**src/sv/gtd_pkg.sv**
```systemverilog
// Shared types and constants for the Goertzel tone detector.
// No dependencies; imported by every module of the block.
`default_nettype none

package gtd_pkg;

   localparam int MaxBlockDefault = 1024;
   localparam int JobDepth        = 2;
   localparam int HalfW           = 16;   // count/2 fits 16 bits up to a 65536-sample block
   localparam int EnergyW         = 48;
   localparam int RhsW            = EnergyW + HalfW;
   localparam logic [15:0] ToneScale = 16'd40960;

   // end-of-block snapshot handed from front to back
   typedef struct packed {
      logic signed [15:0]  coeff;
      logic signed [15:0]  z1;
      logic signed [15:0]  z2;
      logic [EnergyW-1:0]  energy;
      logic [HalfW-1:0]    half;
   } job_type;

   typedef enum logic [2:0] {
      ST_IDLE,
      ST_MUL1,
      ST_MUL2,
      ST_SUM,
      ST_CMP
   } state_type;

endpackage

`default_nettype wire

```
**src/sv/gtd_front.sv**
```systemverilog
// Front end: coefficient register, per-sample Goertzel recurrence, energy and count.
// Pushes one job per block end into the job queue. Uses gtd_pkg.
`default_nettype none

module gtd_front import gtd_pkg::*; #(
   parameter int MAX_BLOCK = MaxBlockDefault
) (
   input  wire logic               clock,
   input  wire logic               reset,
   input  wire logic               req_push,
   output logic                    req_full,
   input  wire logic signed [15:0] req_sample,
   input  wire logic               req_last,
   input  wire logic               csr_valid,
   output logic                    csr_ready,
   input  wire logic signed [15:0] csr_coeff_q14,
   input  wire logic               q_full,
   output logic                    q_push,
   output job_type                 q_job
);

   localparam int CntW = $clog2(MAX_BLOCK + 1);

   logic signed [15:0] coeff_ff, coeff_in;
   logic signed [15:0] z1_ff, z1_in;
   logic signed [15:0] z2_ff, z2_in;
   logic [EnergyW-1:0] energy_ff, energy_in;
   logic [CntW-1:0]    count_ff, count_in;

   logic               accept;
   logic signed [31:0] prod;
   logic signed [31:0] sq_x;
   logic signed [19:0] z_sum;
   logic signed [15:0] z_new;
   logic [EnergyW-1:0] energy_new;
   logic [CntW-1:0]    count_new;

   assign csr_ready = 1'b1;
   assign req_full  = q_full;
   assign accept    = req_push && !q_full;

   assign prod  = coeff_ff * z1_ff;
   assign z_sum = 20'(req_sample >>> 6) + 20'($signed(prod[31:14])) - 20'(z2_ff);
   assign z_new = z_sum[15:0];
   assign sq_x  = req_sample * req_sample;
   assign energy_new = energy_ff + {{(EnergyW-32){1'b0}}, sq_x};
   assign count_new  = (count_ff == CntW'(MAX_BLOCK)) ? count_ff : count_ff + 1'b1;

   assign q_push       = accept && req_last;
   assign q_job.coeff  = coeff_ff;
   assign q_job.z1     = z_new;
   assign q_job.z2     = z1_ff;
   assign q_job.energy = energy_new;
   assign q_job.half   = HalfW'(count_new >> 1);

   always_comb begin
      coeff_in  = (csr_valid && csr_ready) ? csr_coeff_q14 : coeff_ff;
      z1_in     = z1_ff;
      z2_in     = z2_ff;
      energy_in = energy_ff;
      count_in  = count_ff;
      if (accept) begin
         if (req_last) begin
            z1_in     = '0;
            z2_in     = '0;
            energy_in = '0;
            count_in  = '0;
         end else begin
            z1_in     = z_new;
            z2_in     = z1_ff;
            energy_in = energy_new;
            count_in  = count_new;
         end
      end
   end

   always_ff @(posedge clock) begin
      if (reset) begin
         coeff_ff  <= '0;
         z1_ff     <= '0;
         z2_ff     <= '0;
         energy_ff <= '0;
         count_ff  <= '0;
      end else begin
         coeff_ff  <= coeff_in;
         z1_ff     <= z1_in;
         z2_ff     <= z2_in;
         energy_ff <= energy_in;
         count_ff  <= count_in;
      end
   end

endmodule

`default_nettype wire

```
**config.mk**
```make
export PLATFORM = sky130hd
export DESIGN_NAME = gtd_front
export DESIGN_NICKNAME = d
export VERILOG_FILES = /design/src/sv/gtd_pkg.sv /design/src/sv/gtd_front.sv
export SDC_FILE = /design/constraint.sdc
export NUM_CORES = 2
export LEC_CHECK = 0
export BUFFER_PORTS_ARGS = -buffer_cell sky130_fd_sc_hd__buf_2
export CAP_MARGIN = 30
export CORE_ASPECT_RATIO = 0.75
export CORE_MARGIN = 2
export CORE_UTILIZATION = 49
export CTS_BUF_LIST = sky130_fd_sc_hd__clkbuf_4
export DETAILED_ROUTE_END_ITERATION = 8
export PLACE_DENSITY = 0.67
export SYNTH_ARGS = -nofsm -noshare
export SYNTH_HDL_FRONTEND = slang
export SYNTH_SLANG_ARGS = --single-unit
export TNS_END_PERCENT = 20
```
**constraint.sdc**
```tcl
create_clock -name clock -period 11.1 [get_ports clock]
set_input_delay 0 -clock clock [delete_from_list [all_inputs] [get_ports clock]]
set_output_delay 0 -clock clock [all_outputs]
set_load 0.03 [all_outputs]
```
==> run metrics <==
largest net degree at the start of global routing slightly below 70; Synth area leader fa_1; buffers added on ports roughly 150; Clk pin slew, worst setup/hold paths between 200 and 250 ps; Post-synth EDFFs 0; Slew headroom around 34%; period utilization about 87%; flop2flop setup slack just under 2000 ps; Gate Count Post-Synth about 2800; final worst path period need just under 10000 ps; DIE HEIGHT around 200 µm; Total Routed Length approximately 64 mm; Critical Path End Type output pin; Setup Buffers After CTS 0; Clock Tree Root clkbuf_4; area of the mapped netlist ~0.025 mm²; drt drc 0; initial antenna violation count 3; dpl cells 3506; run status completed; WHS approximately 140 ps; synthesized area per cell between 8 and 9 µm²; First-pass DRT Iterations 6; Fmax achieved slightly above 100 MHz; I/O Pins between 150 and 200; CP top delay family adder cells; Primary FF master, synth dfxtp_1; CTS Buf Count 9; Clock Skew 41.1 ps; Initial Utilization 49.6%; core area between 0.05 and 0.06 mm²; Max Slew Vio Count 0; # rows between 70 and 80; WP depth 32; final hold violation count 0; Nets between 3000 and 4000; Max Root-Sink Buffers 2; Worst Setup Path Type flip-flop to output pin; Worst Path Required about 11000 ps; WL per Instance around 18 µm; Synth top area share between 40 and 50%; Via density between 5 and 6; Crit Path Max Fanout 19; most common cell in the netlist inv_1; DP HPWL just over 50 mm; Hold Path Class input pin to flip-flop; non-filler instance count after layout approximately 3600; CP dominant cell by count fa_1; vias in the first global route just under 20000; die width 264 µm; GRT overflow 0; Crit Reg-Reg Startpoint z1_ff[7]; asr flop ratio synth 0%; Placer Congestion 0.888; DR vias 18900; DIE AREA around 0.053 mm²; reg-to-reg endpoint z1_ff[15]; RSZ-0062 raised after global routing no; Synth cell types 80; CP peak stage delay around 1000 ps; Hold Crit Start req_push; Slowest cell on crit path dfxtp_1; count of final setup violators 0; CTS resizes 0; sequential-to-total area share from yosys stat 8.60%; DR iter-0 viols around 1300; CP startpoint kind flip-flop; WP buf/inv 7; layout cells sized above 1 around 7.2%; CTS tree built; Synth area leaders fa_1 40%, ha_1 11%, inv_1 9.8%; Setup TNS 0 ps; H-tree depth 3; Synth top cells by count 652 x inv_1, 500 x fa_1, 259 x nand2_1, 213 x ha_1, 163 x nor2_1; area growth from synthesis to layout 6.95%; Sink Count roughly 110; yosys warns 0; max-cap violation count 0; Worst Setup SP z1_ff[7]; crit path to q_job[95]; antenna-violating nets left 0; # fillers about 4600; global-route wire length before repair 103 mm; Slew @ Worst Pin ~1000 ps; Tot GR Track Use between 20 and 25%; CP arrival ~9700 ps; Register-to-Register Path Depth 32; number of synthesized register bits around 110; Worst-Skew Late Latency 620 ps
-- logic make-up after synthesis --
family          count (synthesis)  synth area share [%]
buf+inv                       765                  11.7
mux                            17                 0.688
simple gates                  717                  13.9
flops                         107                  8.60
other cells                     2                0.0302
fa+ha+maj                     713                  50.9
compound gates                333                  9.07
xor+xnor                      145                  5.13
-- worst register-to-register path, delay by kind of cell, from the launching register on --
family,cells,cell delay [ps]
XOR/XNOR,2,270
buffers and inverters,6,300
flip-flops,1,1020
AND/OR/NAND/NOR,6,1120
adder cells (fa/ha/maj),9,4180
AO/OA/AOI/OAI,9,2130
-- repair_timing --
action	4_1_cts	5_1_grt
endpoints found under the hold margin	58	0
endpoints found under the setup margin	0	0
hold buffers	35	0
-- per-layer routing --
layer	global-route usage, %	wire [µm]	vias up
li1	-	-	8735
met1	35.6	28700	9466
met2	38.7	28200	656
met3	5.71	5660	77
met4	5.81	1180	2
met5	0	13	-
-- registers in the layout, indices dropped and copies added (netlist names) --
name / cells
z2_ff: 16
energy_ff: 48
count_ff: 11
z1_ff: 16
coeff_ff: 16
-- placed cells by master, fill, tap and decap left out, types with 44 or more instances in the layout --
cell type	count
ha_1	213
and2_1	147
xnor2_1	99
buf_2	144
dfxtp_1	107
a21oi_1	80
nor2_1	162
xor2_1	45
inv_1	652
a21o_1	45
a22oi_1	44
nand2_1	259
fa_1	500
-- metrics by stage --
step / util [%] / setup slack (ps) / area [µm²]
after floorplan: - / 2450 / 24900
after global placement: 52.0 / 2340 / 26100
after detailed placement: 52.1 / 2130 / 26100
after CTS: 53.1 / 1400 / 26600
after global routing: 53.1 / 836 / 26600
final: 53.1 / 1400 / 26600
-- area by class of cell --
class	instances	area, µm²	area share (%)
Clock inverter	7	78.8	0.296
Inverter	653	2450	9.20
Multi-Input combinational cell	1932	19900	74.7
Clock buffer	9	67.6	0.254
Sequential cell	107	2140	8.04
Antenna cell	3	7.51	0.0282
Tap cell	657	822	3.09
Timing Repair Buffer	192	1180	4.43
-- worst min path at each step --
stage / to / cells past startpoint
5_1_grt: energy_ff[47] / 5
4_1_cts: energy_ff[40] / 5
2_1_floorplan: req_full / 1
6_report: energy_ff[47] / 5
3_5_place_dp: coeff_ff[7] / 3
3_3_place_gp: coeff_ff[8] / 3
Power is not shown: default switching activity piles up to over one toggle a cycle in this logic, so the estimate is an artifact.
